<file path="src/hdl/grtr_pkg.sv">
// Package for the glyph row tile rasterizer: 5x7 glyph ROM, character codes,
// register indexes and the configuration struct.
// No dependencies.
package grtr_pkg;

	// Number of glyph rows and columns
	localparam int unsigned GLYPH_ROWS = 7;
	localparam int unsigned GLYPH_COLS = 5;
	localparam int unsigned GLYPH_BITS = GLYPH_ROWS * GLYPH_COLS;

	// Register indexes on the configuration port
	localparam logic REG_INK     = 1'b0;
	localparam logic REG_OUTLINE = 1'b1;

	// Mode codes
	localparam logic MODE_PLAIN    = 1'b0;
	localparam logic MODE_OUTLINED = 1'b1;

	// Last glyph row; the row after it is blank
	localparam logic [2:0] ROW_LAST  = 3'd6;
	localparam logic [2:0] ROW_FIRST = 3'd0;

	// Character codes
	localparam logic [7:0] CH_0       = 8'h30;
	localparam logic [7:0] CH_9       = 8'h39;
	localparam logic [7:0] CH_UPPER_A = 8'h41;
	localparam logic [7:0] CH_UPPER_Z = 8'h5A;
	localparam logic [7:0] CH_LOWER_A = 8'h61;
	localparam logic [7:0] CH_LOWER_Z = 8'h7A;
	localparam logic [7:0] CH_MINUS   = 8'h2D;
	localparam logic [7:0] CH_UNDER   = 8'h5F;
	localparam logic [7:0] CH_BAR     = 8'h7C;
	localparam logic [7:0] CH_PLUS    = 8'h2B;
	localparam logic [7:0] CH_GREATER = 8'h3E;
	localparam logic [7:0] CH_LESS    = 8'h3C;
	localparam logic [7:0] CH_SLASH   = 8'h2F;
	localparam logic [7:0] CH_QUEST   = 8'h3F;
	localparam logic [7:0] CH_LBRACK  = 8'h5B;
	localparam logic [7:0] CH_RBRACK  = 8'h5D;
	localparam logic [7:0] CH_COLON   = 8'h3A;
	localparam logic [7:0] CH_PERIOD  = 8'h2E;
	localparam logic [7:0] CH_COMMA   = 8'h2C;
	localparam logic [7:0] CH_EXCLAIM = 8'h21;
	localparam logic [7:0] CH_EQUAL   = 8'h3D;
	localparam logic [7:0] CH_STAR    = 8'h2A;

	// Color registers handed to the row renderer
	typedef struct packed {
		logic [3:0] ink;
		logic [3:0] outline;
	} cfg_t;

	typedef logic [GLYPH_BITS-1:0] glyph_t;

	// Glyphs: row 0 in the top five bits, MSB of each row is the leftmost column
	localparam glyph_t DIGIT_GLYPHS [10] = '{
		{5'd14, 5'd17, 5'd19, 5'd21, 5'd25, 5'd17, 5'd14},
		{5'd4,  5'd12, 5'd4,  5'd4,  5'd4,  5'd4,  5'd14},
		{5'd14, 5'd17, 5'd1,  5'd2,  5'd4,  5'd8,  5'd31},
		{5'd30, 5'd1,  5'd1,  5'd14, 5'd1,  5'd1,  5'd30},
		{5'd2,  5'd6,  5'd10, 5'd18, 5'd31, 5'd2,  5'd2},
		{5'd31, 5'd16, 5'd16, 5'd30, 5'd1,  5'd1,  5'd30},
		{5'd6,  5'd8,  5'd16, 5'd30, 5'd17, 5'd17, 5'd14},
		{5'd31, 5'd1,  5'd2,  5'd4,  5'd8,  5'd8,  5'd8},
		{5'd14, 5'd17, 5'd17, 5'd14, 5'd17, 5'd17, 5'd14},
		{5'd14, 5'd17, 5'd17, 5'd15, 5'd1,  5'd2,  5'd12}
	};

	localparam glyph_t LETTER_GLYPHS [26] = '{
		{5'd14, 5'd17, 5'd17, 5'd31, 5'd17, 5'd17, 5'd17},
		{5'd30, 5'd17, 5'd17, 5'd30, 5'd17, 5'd17, 5'd30},
		{5'd14, 5'd17, 5'd16, 5'd16, 5'd16, 5'd17, 5'd14},
		{5'd30, 5'd17, 5'd17, 5'd17, 5'd17, 5'd17, 5'd30},
		{5'd31, 5'd16, 5'd16, 5'd30, 5'd16, 5'd16, 5'd31},
		{5'd31, 5'd16, 5'd16, 5'd30, 5'd16, 5'd16, 5'd16},
		{5'd14, 5'd17, 5'd16, 5'd23, 5'd17, 5'd17, 5'd15},
		{5'd17, 5'd17, 5'd17, 5'd31, 5'd17, 5'd17, 5'd17},
		{5'd14, 5'd4,  5'd4,  5'd4,  5'd4,  5'd4,  5'd14},
		{5'd7,  5'd2,  5'd2,  5'd2,  5'd2,  5'd18, 5'd12},
		{5'd17, 5'd18, 5'd20, 5'd24, 5'd20, 5'd18, 5'd17},
		{5'd16, 5'd16, 5'd16, 5'd16, 5'd16, 5'd16, 5'd31},
		{5'd17, 5'd27, 5'd21, 5'd21, 5'd17, 5'd17, 5'd17},
		{5'd17, 5'd25, 5'd21, 5'd19, 5'd17, 5'd17, 5'd17},
		{5'd14, 5'd17, 5'd17, 5'd17, 5'd17, 5'd17, 5'd14},
		{5'd30, 5'd17, 5'd17, 5'd30, 5'd16, 5'd16, 5'd16},
		{5'd14, 5'd17, 5'd17, 5'd17, 5'd21, 5'd18, 5'd13},
		{5'd30, 5'd17, 5'd17, 5'd30, 5'd20, 5'd18, 5'd17},
		{5'd15, 5'd16, 5'd16, 5'd14, 5'd1,  5'd1,  5'd30},
		{5'd31, 5'd4,  5'd4,  5'd4,  5'd4,  5'd4,  5'd4},
		{5'd17, 5'd17, 5'd17, 5'd17, 5'd17, 5'd17, 5'd14},
		{5'd17, 5'd17, 5'd17, 5'd17, 5'd17, 5'd10, 5'd4},
		{5'd17, 5'd17, 5'd17, 5'd21, 5'd21, 5'd21, 5'd10},
		{5'd17, 5'd17, 5'd10, 5'd4,  5'd10, 5'd17, 5'd17},
		{5'd17, 5'd17, 5'd10, 5'd4,  5'd4,  5'd4,  5'd4},
		{5'd31, 5'd1,  5'd2,  5'd4,  5'd8,  5'd16, 5'd31}
	};

	// Punctuation glyphs; unlisted codes are blank
	function automatic glyph_t symbol_glyph(input logic [7:0] code);
		glyph_t g;
		case (code)
			CH_MINUS:   g = {5'd0,  5'd0,  5'd0,  5'd31, 5'd0,  5'd0,  5'd0};
			CH_UNDER:   g = {5'd0,  5'd0,  5'd0,  5'd0,  5'd0,  5'd0,  5'd31};
			CH_BAR:     g = {5'd4,  5'd4,  5'd4,  5'd4,  5'd4,  5'd4,  5'd4};
			CH_PLUS:    g = {5'd0,  5'd4,  5'd4,  5'd31, 5'd4,  5'd4,  5'd0};
			CH_GREATER: g = {5'd16, 5'd8,  5'd4,  5'd2,  5'd4,  5'd8,  5'd16};
			CH_LESS:    g = {5'd1,  5'd2,  5'd4,  5'd8,  5'd4,  5'd2,  5'd1};
			CH_SLASH:   g = {5'd1,  5'd1,  5'd2,  5'd4,  5'd8,  5'd16, 5'd16};
			CH_QUEST:   g = {5'd14, 5'd17, 5'd1,  5'd2,  5'd4,  5'd0,  5'd4};
			CH_LBRACK:  g = {5'd14, 5'd8,  5'd8,  5'd8,  5'd8,  5'd8,  5'd14};
			CH_RBRACK:  g = {5'd14, 5'd2,  5'd2,  5'd2,  5'd2,  5'd2,  5'd14};
			CH_COLON:   g = {5'd0,  5'd0,  5'd4,  5'd0,  5'd0,  5'd4,  5'd0};
			CH_PERIOD:  g = {5'd0,  5'd0,  5'd0,  5'd0,  5'd0,  5'd0,  5'd4};
			CH_COMMA:   g = {5'd0,  5'd0,  5'd0,  5'd0,  5'd0,  5'd4,  5'd8};
			CH_EXCLAIM: g = {5'd4,  5'd4,  5'd4,  5'd4,  5'd4,  5'd0,  5'd4};
			CH_EQUAL:   g = {5'd0,  5'd0,  5'd31, 5'd0,  5'd31, 5'd0,  5'd0};
			CH_STAR:    g = {5'd0,  5'd0,  5'd21, 5'd14, 5'd0,  5'd0,  5'd0};
			default:    g = '0;
		endcase
		return g;
	endfunction

	// Whole glyph for a code; lower case folds to upper case
	function automatic glyph_t glyph_of(input logic [7:0] code);
		logic [7:0] off;
		glyph_t     g;
		off = '0;
		if (code >= CH_0 && code <= CH_9) begin
			off = code - CH_0;
			g = DIGIT_GLYPHS[off[3:0]];
		end else if (code >= CH_UPPER_A && code <= CH_UPPER_Z) begin
			off = code - CH_UPPER_A;
			g = LETTER_GLYPHS[off[4:0]];
		end else if (code >= CH_LOWER_A && code <= CH_LOWER_Z) begin
			off = code - CH_LOWER_A;
			g = LETTER_GLYPHS[off[4:0]];
		end else begin
			g = symbol_glyph(code);
		end
		return g;
	endfunction

	// One 5-bit glyph row; the row past the last is blank
	function automatic logic [GLYPH_COLS-1:0] row_bits_of(input glyph_t g,
		input logic [2:0] row);
		logic [GLYPH_COLS-1:0] bits;
		case (row)
			3'd0:    bits = g[34:30];
			3'd1:    bits = g[29:25];
			3'd2:    bits = g[24:20];
			3'd3:    bits = g[19:15];
			3'd4:    bits = g[14:10];
			3'd5:    bits = g[9:5];
			3'd6:    bits = g[4:0];
			default: bits = '0;
		endcase
		return bits;
	endfunction

endpackage

</file>
<file path="src/hdl/grtr_row_render.sv">
// Row renderer: glyph lookup for the current row and its neighbors, then
// plain or outlined expansion into eight 4-bit pixels.
// Depends on grtr_pkg.
module grtr_row_render
	import grtr_pkg::*;
(
	input  logic [7:0]  char_code,
	input  logic [2:0]  tile_row,
	input  logic        mode,
	input  cfg_t        cfg,
	output logic [31:0] row_pixels
);

	glyph_t                glyph;
	logic [GLYPH_COLS-1:0] cur_bits;
	logic [GLYPH_COLS-1:0] up_bits;
	logic [GLYPH_COLS-1:0] dn_bits;
	logic [6:0]            line;
	logic [6:0]            halo;
	logic [2:0]            row_up;
	logic [2:0]            row_dn;

	// Look up this row and the rows above and below
	assign glyph    = glyph_of(char_code);
	assign row_up   = tile_row - 3'd1;
	assign row_dn   = tile_row + 3'd1;
	assign cur_bits = row_bits_of(glyph, tile_row);
	assign up_bits  = (tile_row != ROW_FIRST) ? row_bits_of(glyph, row_up) : '0;
	assign dn_bits  = (tile_row < ROW_LAST) ? row_bits_of(glyph, row_dn) : '0;

	// Widen to seven columns and grow the outline
	assign line = {1'b0, cur_bits, 1'b0};
	assign halo = line | {line[5:0], 1'b0} | {1'b0, line[6:1]}
		| {1'b0, up_bits, 1'b0} | {1'b0, dn_bits, 1'b0};

	// Expand into pixels, leftmost in the lowest nibble
	always_comb begin
		row_pixels = '0;
		if (mode == MODE_PLAIN) begin
			for (int col = 0; col < 5; col++) begin
				if (cur_bits[4-col]) begin
					row_pixels[(col+1)*4 +: 4] = 4'd1;
				end
			end
		end else begin
			for (int col = 0; col < 7; col++) begin
				if (line[6-col]) begin
					row_pixels[col*4 +: 4] = cfg.ink;
				end else if (halo[6-col]) begin
					row_pixels[col*4 +: 4] = cfg.outline;
				end
			end
		end
	end

endmodule

</file>
<file path="src/hdl/glyph_row_tile_rasterizer.sv">
// Top level of the glyph row tile rasterizer: input register, row renderer,
// result register and the color registers. Depends on grtr_pkg, grtr_row_render.
//
// Usage:
//   s_axis carries one request item: tdata holds char_code and tile_row,
//   tuser holds the mode bit (0 plain, 1 outlined). m_axis returns one
//   32-bit tile row per request, eight 4-bit pixels, pixel 0 in the low nibble.
//   The cfg channel writes ink_color (index 0) and outline_color (index 1);
//   cfg_ready is always high and writes belong to idle periods.
// Timing:
//   One item per cycle sustained while m_axis_tready stays high. The request
//   is registered in the input register; the glyph ROM lookup and pixel
//   expansion run between that register and the result register, which
//   drives m_axis.
// Reset:
//   arst_n clears both pipeline valids and sets both colors to 1.
// Stall:
//   When m_axis_tready is low the result holds; the input register still
//   fills, so one more item is taken before s_axis_tready drops.
module glyph_row_tile_rasterizer
	import grtr_pkg::*;
(
	input  logic        clk,
	input  logic        arst_n,
	// Request stream
	input  logic        s_axis_tvalid,
	output logic        s_axis_tready,
	input  logic [15:0] s_axis_tdata,  // [7:0] char_code, [10:8] tile_row, rest zero
	input  logic        s_axis_tuser,  // [0] mode
	// Result stream
	output logic        m_axis_tvalid,
	input  logic        m_axis_tready,
	output logic [31:0] m_axis_tdata,  // [31:0] row_pixels
	// Configuration writes
	input  logic        cfg_valid,
	output logic        cfg_ready,
	input  logic        cfg_index,
	input  logic [3:0]  cfg_data
);

	logic        valid_s1;
	logic [7:0]  code_s1;
	logic [2:0]  row_s1;
	logic        mode_s1;
	logic        valid_s2;
	logic [31:0] pixels_s2;
	logic [31:0] pixels;
	logic        s2_ready;
	cfg_t        cfg_q;

	// Pipeline handshake
	assign s2_ready      = !valid_s2 || m_axis_tready;
	assign s_axis_tready = !valid_s1 || s2_ready;
	assign cfg_ready     = 1'b1;

	// Color registers
	always_ff @(posedge clk or negedge arst_n) begin
		if (!arst_n) begin
			cfg_q.ink     <= 4'd1;
			cfg_q.outline <= 4'd1;
		end else if (cfg_valid && cfg_ready) begin
			case (cfg_index)
				REG_INK:     cfg_q.ink <= cfg_data;
				REG_OUTLINE: cfg_q.outline <= cfg_data;
				default:     cfg_q <= cfg_q;
			endcase
		end
	end

	// Input register valid
	always_ff @(posedge clk or negedge arst_n) begin
		if (!arst_n) begin
			valid_s1 <= 1'b0;
		end else if (s_axis_tready) begin
			valid_s1 <= s_axis_tvalid;
		end
	end

	// Input register payload
	always_ff @(posedge clk) begin
		if (s_axis_tvalid && s_axis_tready) begin
			code_s1 <= s_axis_tdata[7:0];
			row_s1  <= s_axis_tdata[10:8];
			mode_s1 <= s_axis_tuser;
		end
	end

	grtr_row_render u_render (
		.char_code  (code_s1),
		.tile_row   (row_s1),
		.mode       (mode_s1),
		.cfg        (cfg_q),
		.row_pixels (pixels)
	);

	// Result register valid
	always_ff @(posedge clk or negedge arst_n) begin
		if (!arst_n) begin
			valid_s2 <= 1'b0;
		end else if (s2_ready) begin
			valid_s2 <= valid_s1;
		end
	end

	// Result register payload
	always_ff @(posedge clk) begin
		if (s2_ready && valid_s1) begin
			pixels_s2 <= pixels;
		end
	end

	assign m_axis_tvalid = valid_s2;
	assign m_axis_tdata  = pixels_s2;

	// An item in the input register moves to the output when it has room
	a_advance: assert property (@(posedge clk) disable iff (!arst_n)
		valid_s1 && s2_ready |=> m_axis_tvalid)
		else $error("item in input register did not reach the output");

	// Input stalls only when both registers are full and the output is held
	a_stall: assert property (@(posedge clk) disable iff (!arst_n)
		!s_axis_tready |-> valid_s1 && m_axis_tvalid && !m_axis_tready)
		else $error("input stalled without a full pipeline");

	// Pixel seven is never drawn
	a_pixel7: assert property (@(posedge clk) disable iff (!arst_n)
		m_axis_tvalid |-> m_axis_tdata[31:28] == 4'd0)
		else $error("pixel seven is not blank");

endmodule

</file>
<file path="config.mk">
export PLATFORM = sky130hd
export DESIGN_NAME = glyph_row_tile_rasterizer
export DESIGN_NICKNAME = d
export VERILOG_FILES = /design/src/hdl/grtr_pkg.sv /design/src/hdl/grtr_row_render.sv /design/src/hdl/glyph_row_tile_rasterizer.sv
export SDC_FILE = /design/constraint.sdc
export NUM_CORES = 1
export LEC_CHECK = 0
export BUFFER_PORTS_ARGS = -buffer_cell sky130_fd_sc_hd__clkbuf_2
export CAP_MARGIN = 0
export CORE_MARGIN = 2
export CORE_UTILIZATION = 40
export DETAILED_ROUTE_END_ITERATION = 8
export SYNTH_ARGS = -nofsm -noshare
export SYNTH_HDL_FRONTEND = slang
export SYNTH_SLANG_ARGS = --single-unit
export TNS_END_PERCENT = 10
</file>
<file path="constraint.sdc">
create_clock -name clk -period 11.4 [get_ports clk]
set_input_delay 1.14 -clock clk [delete_from_list [all_inputs] [get_ports clk]]
set_output_delay 1.14 -clock clk [all_outputs]
set_load 0.01 [all_outputs]
</file>
==> impl_metrics.env, run 1 <==
export IMPL_status="finished clean"
export IMPL_power_share_clock=0.264
export IMPL_required_ns=11.46
export IMPL_io_buffers=51
export IMPL_setup_tns_final_ns=0
export IMPL_cts_inserted_buffers=5
export IMPL_routed_via_density=7.09
export IMPL_cts_hold_buf=0
export IMPL_timing_max_cap_violations=0
export IMPL_coreArea_sq_um=14500
export IMPL_p_leak_uw=0.00230
export IMPL_ys_ff_latch=50
export IMPL_worstPathMaxFanout=35
export IMPL_powerDensity_nw_per_um2=107
export IMPL_seqPwrFrac=0.360
export IMPL_startpoint_type="register"
export IMPL_hold_class="reg2reg"
export IMPL_io_pins=62
export IMPL_post_route_period_util=0.524
export IMPL_p_comb_frac=0.376
export IMPL_ys_async_sr_fraction=0.200
export IMPL_gr_total_overflow=0
export IMPL_p_int_uw=411
export IMPL_netSwitchingFraction=0.391
export IMPL_cts_htree_levels=2
export IMPL_p_sw_uw=264
export IMPL_synth_distinct_cells=87
export IMPL_vias=6773
export IMPL_start_util=0.408
export IMPL_fin_nets=814
export IMPL_die_height_um=126
export IMPL_clock_skew_final_ns=0.00486
export IMPL_cts_repair_resized=0
export IMPL_grt_total_usage=0.297
export IMPL_clockRootBuffer="clkbuf_16"
export IMPL_std_cell_rows=44
export IMPL_fill_cells=1459
export IMPL_grt_pass1_wl_um=36900
export IMPL_drive_gt1_frac=0.136
export IMPL_grt_pass1_vias=6116
export IMPL_syn_area_sq_um=5910
export IMPL_diodes=0
export IMPL_syn_inst=770
export IMPL_synth_edf_count=40
export IMPL_drt_iter0_markers=1279
export IMPL_hold_viol_final=0
export IMPL_drt_pass1_iterations=8
export IMPL_rsz0062_at_grt="no"
export IMPL_antenna_found_initial=0
export IMPL_arrival_ns=6.03
export IMPL_cts_buffer_depth=2
export IMPL_slew_headroom=0.137
export IMPL_die_area_sq_um=15800
export IMPL_dp_hpwl_um=17500
export IMPL_cts_tree="done"
export IMPL_clk_latency_ns=0.31
export IMPL_ant_nets=0
export IMPL_final_core_util=0.438
export IMPL_area_growth_pct=7.13
export IMPL_setup_viol=0
export IMPL_critPathKind="reg2reg"
export IMPL_avgSynthCellArea_sq_um=7.68
export IMPL_min_period_ns=5.97
export IMPL_slew_viol_final=0
export IMPL_synth_top_flop_cell="edfxtp_1"
export IMPL_end_kind="register"
export IMPL_grt_max_degree=63
export IMPL_yosysWarningCount=0
export IMPL_chipWidth_um=126
export IMPL_post_cts_buffers=0
export IMPL_p_total_uw=675
export IMPL_cts_sinks=50
export IMPL_max_freq_mhz=168
export IMPL_ys_seq_area_frac=0.246
export IMPL_avgRoutedWirePerCell_um=25.0
export IMPL_gp_congestion=1.06
export IMPL_tightestPinTransition_ns=1.30
export IMPL_ir_worst_vdd_v=0.0000666
export IMPL_routed_wl_um=23800
export IMPL_drc=0
export IMPL_clk_pin_slew_ns=0.07
## final cells by class
type | instances | area [sq um] | share of cell area
clock buffers | 5 | 125 | 0.0197
clock inverters | 3 | 43.8 | 0.00691
inverters | 20 | 75.1 | 0.0118
multi-input cells | 627 | 4040 | 0.638
flip-flops and latches | 50 | 1450 | 0.229
well taps | 184 | 230 | 0.0363
repair buffers | 66 | 368 | 0.0581
## synthesized netlist by cell type (all sizes together) (8+ instances only)
master / instances / area, sq um
a21boi: 8 / 60.1
mux2i: 11 / 110
clkbuf: 42 / 158
nand2: 74 / 278
nor2: 77 / 289
ha: 17 / 213
nor3: 25 / 125
inv: 16 / 60.1
a32oi: 8 / 70.1
o211ai: 8 / 60.1
nand2b: 20 / 133
dfrtp: 8 / 200
a31oi: 14 / 87.6
a21oi: 48 / 240
buf: 34 / 199
mux2: 12 / 135
nand3: 31 / 155
o22ai: 19 / 119
nor2b: 12 / 75.1
a211oi: 25 / 188
a22oi: 9 / 67.6
o21a: 10 / 75.1
o21ai: 46 / 241
o221ai: 8 / 70.1
o32ai: 8 / 70.1
edfxtp: 40 / 1200
## state kept, by name, summed over array words and instances, names as in the netlist
signal / count
m_axis_tvalid: 1
m_axis_tdata: 28
row_s1: 3
mode_s1: 1
cfg_q: 8
code_s1: 8
valid_s1: 1
## cell usage in the layout (no fill, tap or decap), types with 5 or more instances in the layout
cell type | synthesis | final
conb_1 | 2 | 5
nand3_1 | 31 | 31
and3_1 | 5 | 5
a311oi_1 | 5 | 5
o311ai_0 | 6 | 6
a31oi_1 | 14 | 14
o221ai_1 | 8 | 8
nand3b_1 | 5 | 5
nor2_1 | 77 | 77
a32oi_1 | 8 | 8
o2111ai_1 | 5 | 5
a211oi_1 | 25 | 25
nor3_1 | 25 | 25
edfxtp_1 | 40 | 40
ha_1 | 17 | 17
nand2_1 | 74 | 74
clkbuf_2 | 0 | 51
o21ai_0 | 43 | 43
a2111oi_0 | 5 | 5
mux2_2 | 12 | 12
inv_1 | 16 | 16
a22oi_1 | 9 | 9
buf_4 | 6 | 15
o32ai_1 | 8 | 8
o21a_1 | 10 | 10
nor2b_1 | 12 | 12
dfrtp_1 | 8 | 8
nand2b_1 | 19 | 19
mux2i_1 | 11 | 11
o22ai_1 | 19 | 19
clkbuf_16 | 0 | 5
a211o_1 | 7 | 7
o211ai_1 | 8 | 8
a21oi_1 | 48 | 48
a21boi_0 | 7 | 7
## final timing paths
| check | depth (start not counted) | slack, ns | from | endpoint |
|---|---|---|---|---|
| hold reg to reg | 1 | 0.49 | valid_s1 | m_axis_tvalid |
| setup reg to reg | 13 | 5.43 | code_s1[0] | m_axis_tdata[11] |
| hold / removal | 1 | 0.49 | valid_s1 | m_axis_tvalid |
| min in group asynchronous | 1 | 0.69 | arst_n | cfg_q[6] |
| max in group asynchronous | 1 | 10.44 | arst_n | cfg_q[4] |
| setup / recovery | 13 | 5.43 | code_s1[0] | m_axis_tdata[11] |
## metal layers
metal | part of all wire | global-route usage | up-vias
met5 | 0 | 0 | -
met4 | 0.034 | 0.0765 | 0
met3 | 0.11 | 0.0526 | 75
met2 | 0.43 | 0.444 | 506
met1 | 0.42 | 0.441 | 3232
li1 | - | - | 2960
## power groups by stage
| stage | Clock [uW] | Sequential, uW | Combinational, uW |
|---|---|---|---|
| 3_3_place_gp | 0 | 245 | 243 |
| 5_1_grt | 187 | 245 | 271 |
| 6_report | 178 | 243 | 254 |
| 3_5_place_dp | 0 | 246 | 245 |
| 4_1_cts | 182 | 242 | 245 |
| 2_1_floorplan | 0 | 240 | 172 |
## worst max-delay path: stages, from the launching register on
cell and delay (ns):
edfxtp_1 0.87, inv_1 0.34, ha_1 0.63, ha_1 0.45, buf_4 0.32, ha_1 0.26
o21ai_0 0.09, a2111oi_0 0.67, a311oi_1 0.28, a222oi_1 0.34, o21ai_0 0.14, a21oi_1 0.72
nand3_1 0.26, a211o_1 0.34
## metrics by stage
step                      instance area [sq um]  hold WS [ns]  setup slack, ns  cells
after floorplan                            5930         0.449             7.05    773
after global placement                     6170         0.467             5.73    947
after detailed placement                   6170         0.478             5.62    947
after CTS                                  6340         0.497             5.62    955
after global routing                       6340         0.517             5.20    955
final                                      6340         0.492             5.43    955
## logic make-up after synthesis
group | share of synthesized area
flops | 0.246
xor+xnor | 0.00741
buf+inv | 0.0730
compound gates | 0.344
mux | 0.0415
other cells | 0.00127
simple gates | 0.251
fa+ha+maj | 0.0360
Note: power is estimated with default switching activity, not from simulation.
==> run 2, diff against run 1 <==
- clock period: 11.4 -> 5.6 ns (I/O delays scaled with it)
==> run 2 against run 1 <==
Net effect: clock power increased by 120%; global-route usage increased by 0.91 points; combinational power increased by 110%; wire length increased by 1.7%; first-iteration DRC count decreased by 21%; hold slack got worse by 0.37 ns; total power increased by 110%; worst setup slack got worse by 4.7 ns; die area unchanged; clock skew increased by 0.0043 ns; final area increased by 2.6%; register-to-register slack got worse by 4.7 ns.
==> impl_metrics.env, run 2 (synthesized netlist as in run 1, its figures left out) <==
export IMPL_status="finished clean"
export IMPL_gr_total_overflow=0
export IMPL_reg2reg_depth=11
export IMPL_tightestPinTransition_ns=1.22
export IMPL_dp_hpwl_um=18200
export IMPL_cts_sinks=50
export IMPL_final_common_cell="nor2_1"
export IMPL_worstPathMaxFanout=46
export IMPL_grt_max_degree=47
export IMPL_chipWidth_um=126
export IMPL_arrival_ns=4.88
export IMPL_hold_class="in2async"
export IMPL_std_cell_rows=44
export IMPL_grt_pass1_wl_um=38400
export IMPL_timing_max_cap_violations=0
export IMPL_start_util=0.408
export IMPL_io_pins=62
export IMPL_crit_chain="buf_4 > clkinv_1 > ha_1 > buf_4 > nor2b_1 > a2111oi_0 > o32ai_1 > mux2i_1 > a222oi_1 > or4b_4 > a41o_1"
export IMPL_coreArea_sq_um=14500
export IMPL_fill_cells=1463
export IMPL_area_growth_pct=9.96
export IMPL_vias=6784
export IMPL_max_stage_delay_ns=0.78
export IMPL_powerDensity_nw_per_um2=219
export IMPL_ir_worst_vdd_v=0.000127
export IMPL_cp_depth=11
export IMPL_critPathKind="reg2reg"
export IMPL_cts_htree_levels=2
export IMPL_avgRoutedWirePerCell_um=24.9
export IMPL_diodes=0
export IMPL_startpoint_type="register"
export IMPL_setup_viol=0
export IMPL_final_area_sq_um=6500
export IMPL_dpl_cell_area_sq_um=6310
export IMPL_drt_iter0_markers=1008
export IMPL_slew_viol_final=0
export IMPL_cts_buffer_depth=2
export IMPL_clock_skew_final_ns=0.00917
export IMPL_hold_viol_final=0
export IMPL_cts_tree="done"
export IMPL_end_kind="register"
export IMPL_fin_nets=833
export IMPL_post_cts_buffers=0
export IMPL_grt_total_usage=0.306
export IMPL_drive_gt1_frac=0.157
export IMPL_required_ns=5.65
export IMPL_wl_met1_um=10200
export IMPL_gp_congestion=1.05
export IMPL_setup_tns_final_ns=0
export IMPL_cts_inserted_buffers=5
export IMPL_final_core_util=0.449
export IMPL_path_delay_family="compound AO/OA/AOI/OAI gates"
export IMPL_routed_wl_um=24200
export IMPL_min_period_ns=4.82
export IMPL_p_total_uw=1420
export IMPL_drc=0
export IMPL_largest_register_ffs=28
export IMPL_clk_pin_slew_ns=0.07
export IMPL_die_area_sq_um=15800
export IMPL_cp_slowest_cell="a2111oi_0"
export IMPL_slew_headroom=0.184
export IMPL_met3_length_um=2730
export IMPL_max_freq_mhz=207
export IMPL_io_buffers=51
export IMPL_post_route_period_util=0.861
export IMPL_clk_latency_ns=0.30
export IMPL_crit_path_frequent_cell="buf_4"
export IMPL_grt_pass1_vias=6466
export IMPL_cts_hold_buf=0
export IMPL_drt_pass1_iterations=7
export IMPL_antenna_found_initial=0
export IMPL_final_cell_mix="nor2_1 (77), nand2_1 (74), clkbuf_2 (51), a21oi_1 (48), o21ai_0 (43)"
export IMPL_die_height_um=126
export IMPL_p_leak_uw=0.00240
export IMPL_clockRootBuffer="clkbuf_16"
export IMPL_path_buf_inv=3
export IMPL_wl_met2_um=10600
export IMPL_cts_repair_resized=0
export IMPL_rsz0062_at_grt="no"
export IMPL_routed_via_density=6.97
export IMPL_highest_layer="met4"
export IMPL_ant_nets=0
==> run 2: cell count changes in the layout (fill, tap and decap cells not counted), sizes merged <==
| cell | delta |
|---|---|
| clkbuf | +2 |
| buf | +19 |
| inv | -1 |
| clkinv | -1 |
==> run 2: layout make-up <==
| type | count | area [sq um] | share of cell area |
|---|---|---|---|
| Clock buffer | 7 | 164 | 0.0252 |
| Timing Repair Buffer | 85 | 510 | 0.0785 |
| Clock inverter | 1 | 30.0 | 0.00462 |
| Inverter | 20 | 75.1 | 0.0115 |
| Sequential cell | 50 | 1450 | 0.224 |
| Multi-Input combinational cell | 627 | 4040 | 0.621 |
| Tap cell | 184 | 230 | 0.0354 |
==> run 2: routing by layer <==
layer,track usage,vias to the layer above
met5,0,-
met4,0.0889,0
met2,0.455,453
met3,0.0710,59
met1,0.443,3278
li1,-,2994
==> run 2: per-stage QoR <==
stage | instances | setup slack [ns] | hold WS [ns]
after floorplan | 773 | 1.25 | 0.264
after global routing | 974 | 0.582 | 0.147
after global placement | 966 | 1.05 | 0.439
after CTS | 974 | 0.967 | 0.129
final | 974 | 0.778 | 0.119
after detailed placement | 966 | 0.977 | 0.453
==> run 2: final timing paths <==
path,startpoint,to,slack [ns]
min in group clk,s_axis_tdata[6],code_s1[6],0.43
min reg2reg,valid_s1,m_axis_tvalid,0.49
min,arst_n,cfg_q[1],0.12
max,code_s1[2],m_axis_tdata[6],0.78
max in group asynchronous,arst_n,cfg_q[0],5.20
max reg2reg,code_s1[2],m_axis_tdata[6],0.78
==> run 2: power by group <==
group          internal (uW)  switching (uW)  total, uW
Sequential               451            34.6        486
Clock                    250             142        393
Combinational            188             356        544
==> run 3, diff against run 2 <==
- CTS_BUF_LIST: not set -> sky130_fd_sc_hd__clkbuf_8
==> run 3 against run 2 <==
Net effect: wire length grew 0.42%; combinational power about the same; worst setup slack got worse by 0.013 ns; final area down 0.79%; largest power group unchanged; clock power shrank 17%; total power is 4.7% lower.
==> impl_metrics.env, run 3 (synthesized netlist as in run 1, its figures left out) <==
export IMPL_slew_headroom=0.172
export IMPL_post_route_period_util=0.864
export IMPL_start_util=0.408
export IMPL_startpoint_type="register"
export IMPL_tightestPinTransition_ns=1.24
export IMPL_timing_max_cap_violations=0
export IMPL_setup_viol=0
export IMPL_crit_chain="buf_4 > clkinv_1 > ha_1 > buf_4 > nand2_1 > o21ai_0 > a311o_1 > a211oi_1 > o21ai_0 > o2bb2ai_1 > or4_4 > or4b_4 > a41o_1"
export IMPL_hold_viol_final=0
export IMPL_die_area_sq_um=15800
export IMPL_p_leak_uw=0.00237
export IMPL_regArea_sq_um=1450
export IMPL_fin_nets=833
export IMPL_setup_tns_final_ns=0
export IMPL_p_int_uw=829
export IMPL_max_stage_delay_ns=0.62
export IMPL_arrival_ns=4.92
export IMPL_grt_pass1_vias=6492
export IMPL_avgRoutedWirePerCell_um=25.0
export IMPL_netSwitchingFraction=0.388
export IMPL_multiInputGateArea_sq_um=4040
export IMPL_drt_iter0_markers=1033
export IMPL_clk_latency_ns=0.32
export IMPL_drive_gt1_frac=0.157
export IMPL_diodes=0
export IMPL_fill_cells=1474
export IMPL_whs_ns=0.0919
export IMPL_ir_worst_vdd_v=0.000144
export IMPL_status="finished clean"
export IMPL_die_height_um=126
export IMPL_startpoint="code_s1[2]"
export IMPL_rsz0062_at_grt="no"
export IMPL_final_cell_mix="nor2_1 (77), nand2_1 (74), clkbuf_2 (51), a21oi_1 (48), o21ai_0 (43)"
export IMPL_area_growth_pct=9.10
export IMPL_dp_slack_ns=0.977
export IMPL_cts_tree="done"
export IMPL_critPathKind="reg2reg"
export IMPL_cts_repair_resized=0
export IMPL_p_comb_frac=0.402
export IMPL_cts_htree_levels=2
export IMPL_cp_slowest_cell="or4b_4"
export IMPL_worstPathMaxFanout=46
export IMPL_cts_buffer_depth=2
export IMPL_r2r_start="code_s1[2]"
export IMPL_clk_pin_slew_ns=0.10
export IMPL_p_sw_uw=526
export IMPL_chipWidth_um=126
export IMPL_routed_wl_um=24300
export IMPL_dp_hpwl_um=18200
export IMPL_gp_congestion=1.05
export IMPL_cts_sinks=50
export IMPL_seqPwrFrac=0.358
export IMPL_antenna_found_initial=0
export IMPL_ant_nets=0
export IMPL_gr_total_overflow=0
export IMPL_routed_via_density=6.96
export IMPL_end_kind="register"
export IMPL_drc=0
export IMPL_hold_class="in2async"
export IMPL_drt_pass1_iterations=6
export IMPL_cts_hold_buf=0
export IMPL_cts_inserted_buffers=5
export IMPL_grt_max_degree=47
export IMPL_path_delay_family="compound AO/OA/AOI/OAI gates"
export IMPL_grt_pass1_wl_um=38500
export IMPL_vias=6779
export IMPL_path_buf_inv=3
export IMPL_post_cts_buffers=0
export IMPL_io_buffers=51
export IMPL_io_pins=62
export IMPL_worst_slack_ns=0.764
export IMPL_powerDensity_nw_per_um2=210
export IMPL_min_period_ns=4.84
export IMPL_required_ns=5.69
export IMPL_max_freq_mhz=207
export IMPL_std_cell_rows=44
export IMPL_clockRootBuffer="clkbuf_8"
export IMPL_coreArea_sq_um=14500
export IMPL_clock_skew_final_ns=0.00604
export IMPL_grt_total_usage=0.308
export IMPL_slew_viol_final=0
export IMPL_power_share_clock=0.240
export IMPL_cp_depth=13
export IMPL_reg2reg_depth=13
export IMPL_largest_register_ffs=28
export IMPL_final_common_cell="nor2_1"
==> run 3: cell count changes in the layout (fill, tap and decap cells not counted) <==
cell,delta
bufinv_16,+1
clkbuf_8,+5
clkbuf_16,-6
==> run 3: power groups by stage <==
stage	logic (uW)	clock network (uW)	registers, uW
floorplan	351	0	489
global placement	519	0	491
detailed placement	525	0	494
CTS	527	330	485
global route	584	343	492
finish	545	326	486
==> run 3: stage by stage <==
| step | utilization | total power [uW] | cells | area (sq um) |
|---|---|---|---|---|
| floorplan | - | 839 | 773 | 5930 |
| finish | 0.446 | 1360 | 974 | 6450 |
| CTS | 0.446 | 1340 | 974 | 6450 |
| detailed placement | 0.436 | 1020 | 966 | 6310 |
| global route | 0.446 | 1420 | 974 | 6450 |
| global placement | 0.436 | 1010 | 966 | 6310 |
==> run 3: per-layer routing <==
metal / vias to the layer above / global-route usage / share of wire
met1: 3231 / 0.439 / 0.41
met3: 68 / 0.0715 / 0.12
met5: - / 0 / 0
li1: 2991 / - / -
met2: 489 / 0.461 / 0.43
met4: 0 / 0.0935 / 0.032
==> run 3: final cells by class <==
class | count | share of cell area
Tap cell | 184 | 0.0357
Multi-Input combinational cell | 627 | 0.626
Sequential cell | 50 | 0.225
Timing Repair Buffer | 85 | 0.0791
Inverter | 20 | 0.0116
Clock buffer | 6 | 0.0128
Clock inverter | 2 | 0.00931
==> run 3: final timing paths <==
path                              endpoint  slack, ns
max in group asynchronous         cfg_q[0]       5.23
min in group clk                code_s1[3]       0.40
min reg2reg                  m_axis_tvalid       0.50
min                               cfg_q[1]       0.09
max reg2reg                m_axis_tdata[6]       0.76
max                        m_axis_tdata[6]       0.76
==> run 3: worst reg2reg max path: stages, from the launching register on <==
cell and delay (ns):
edfxtp_1 0.36, buf_4 0.41, clkinv_1 0.47, ha_1 0.54, buf_4 0.21, nand2_1 0.14
o21ai_0 0.12, a311o_1 0.23, a211oi_1 0.09, o21ai_0 0.49, o2bb2ai_1 0.14, or4_4 0.52
or4b_4 0.62, a41o_1 0.27
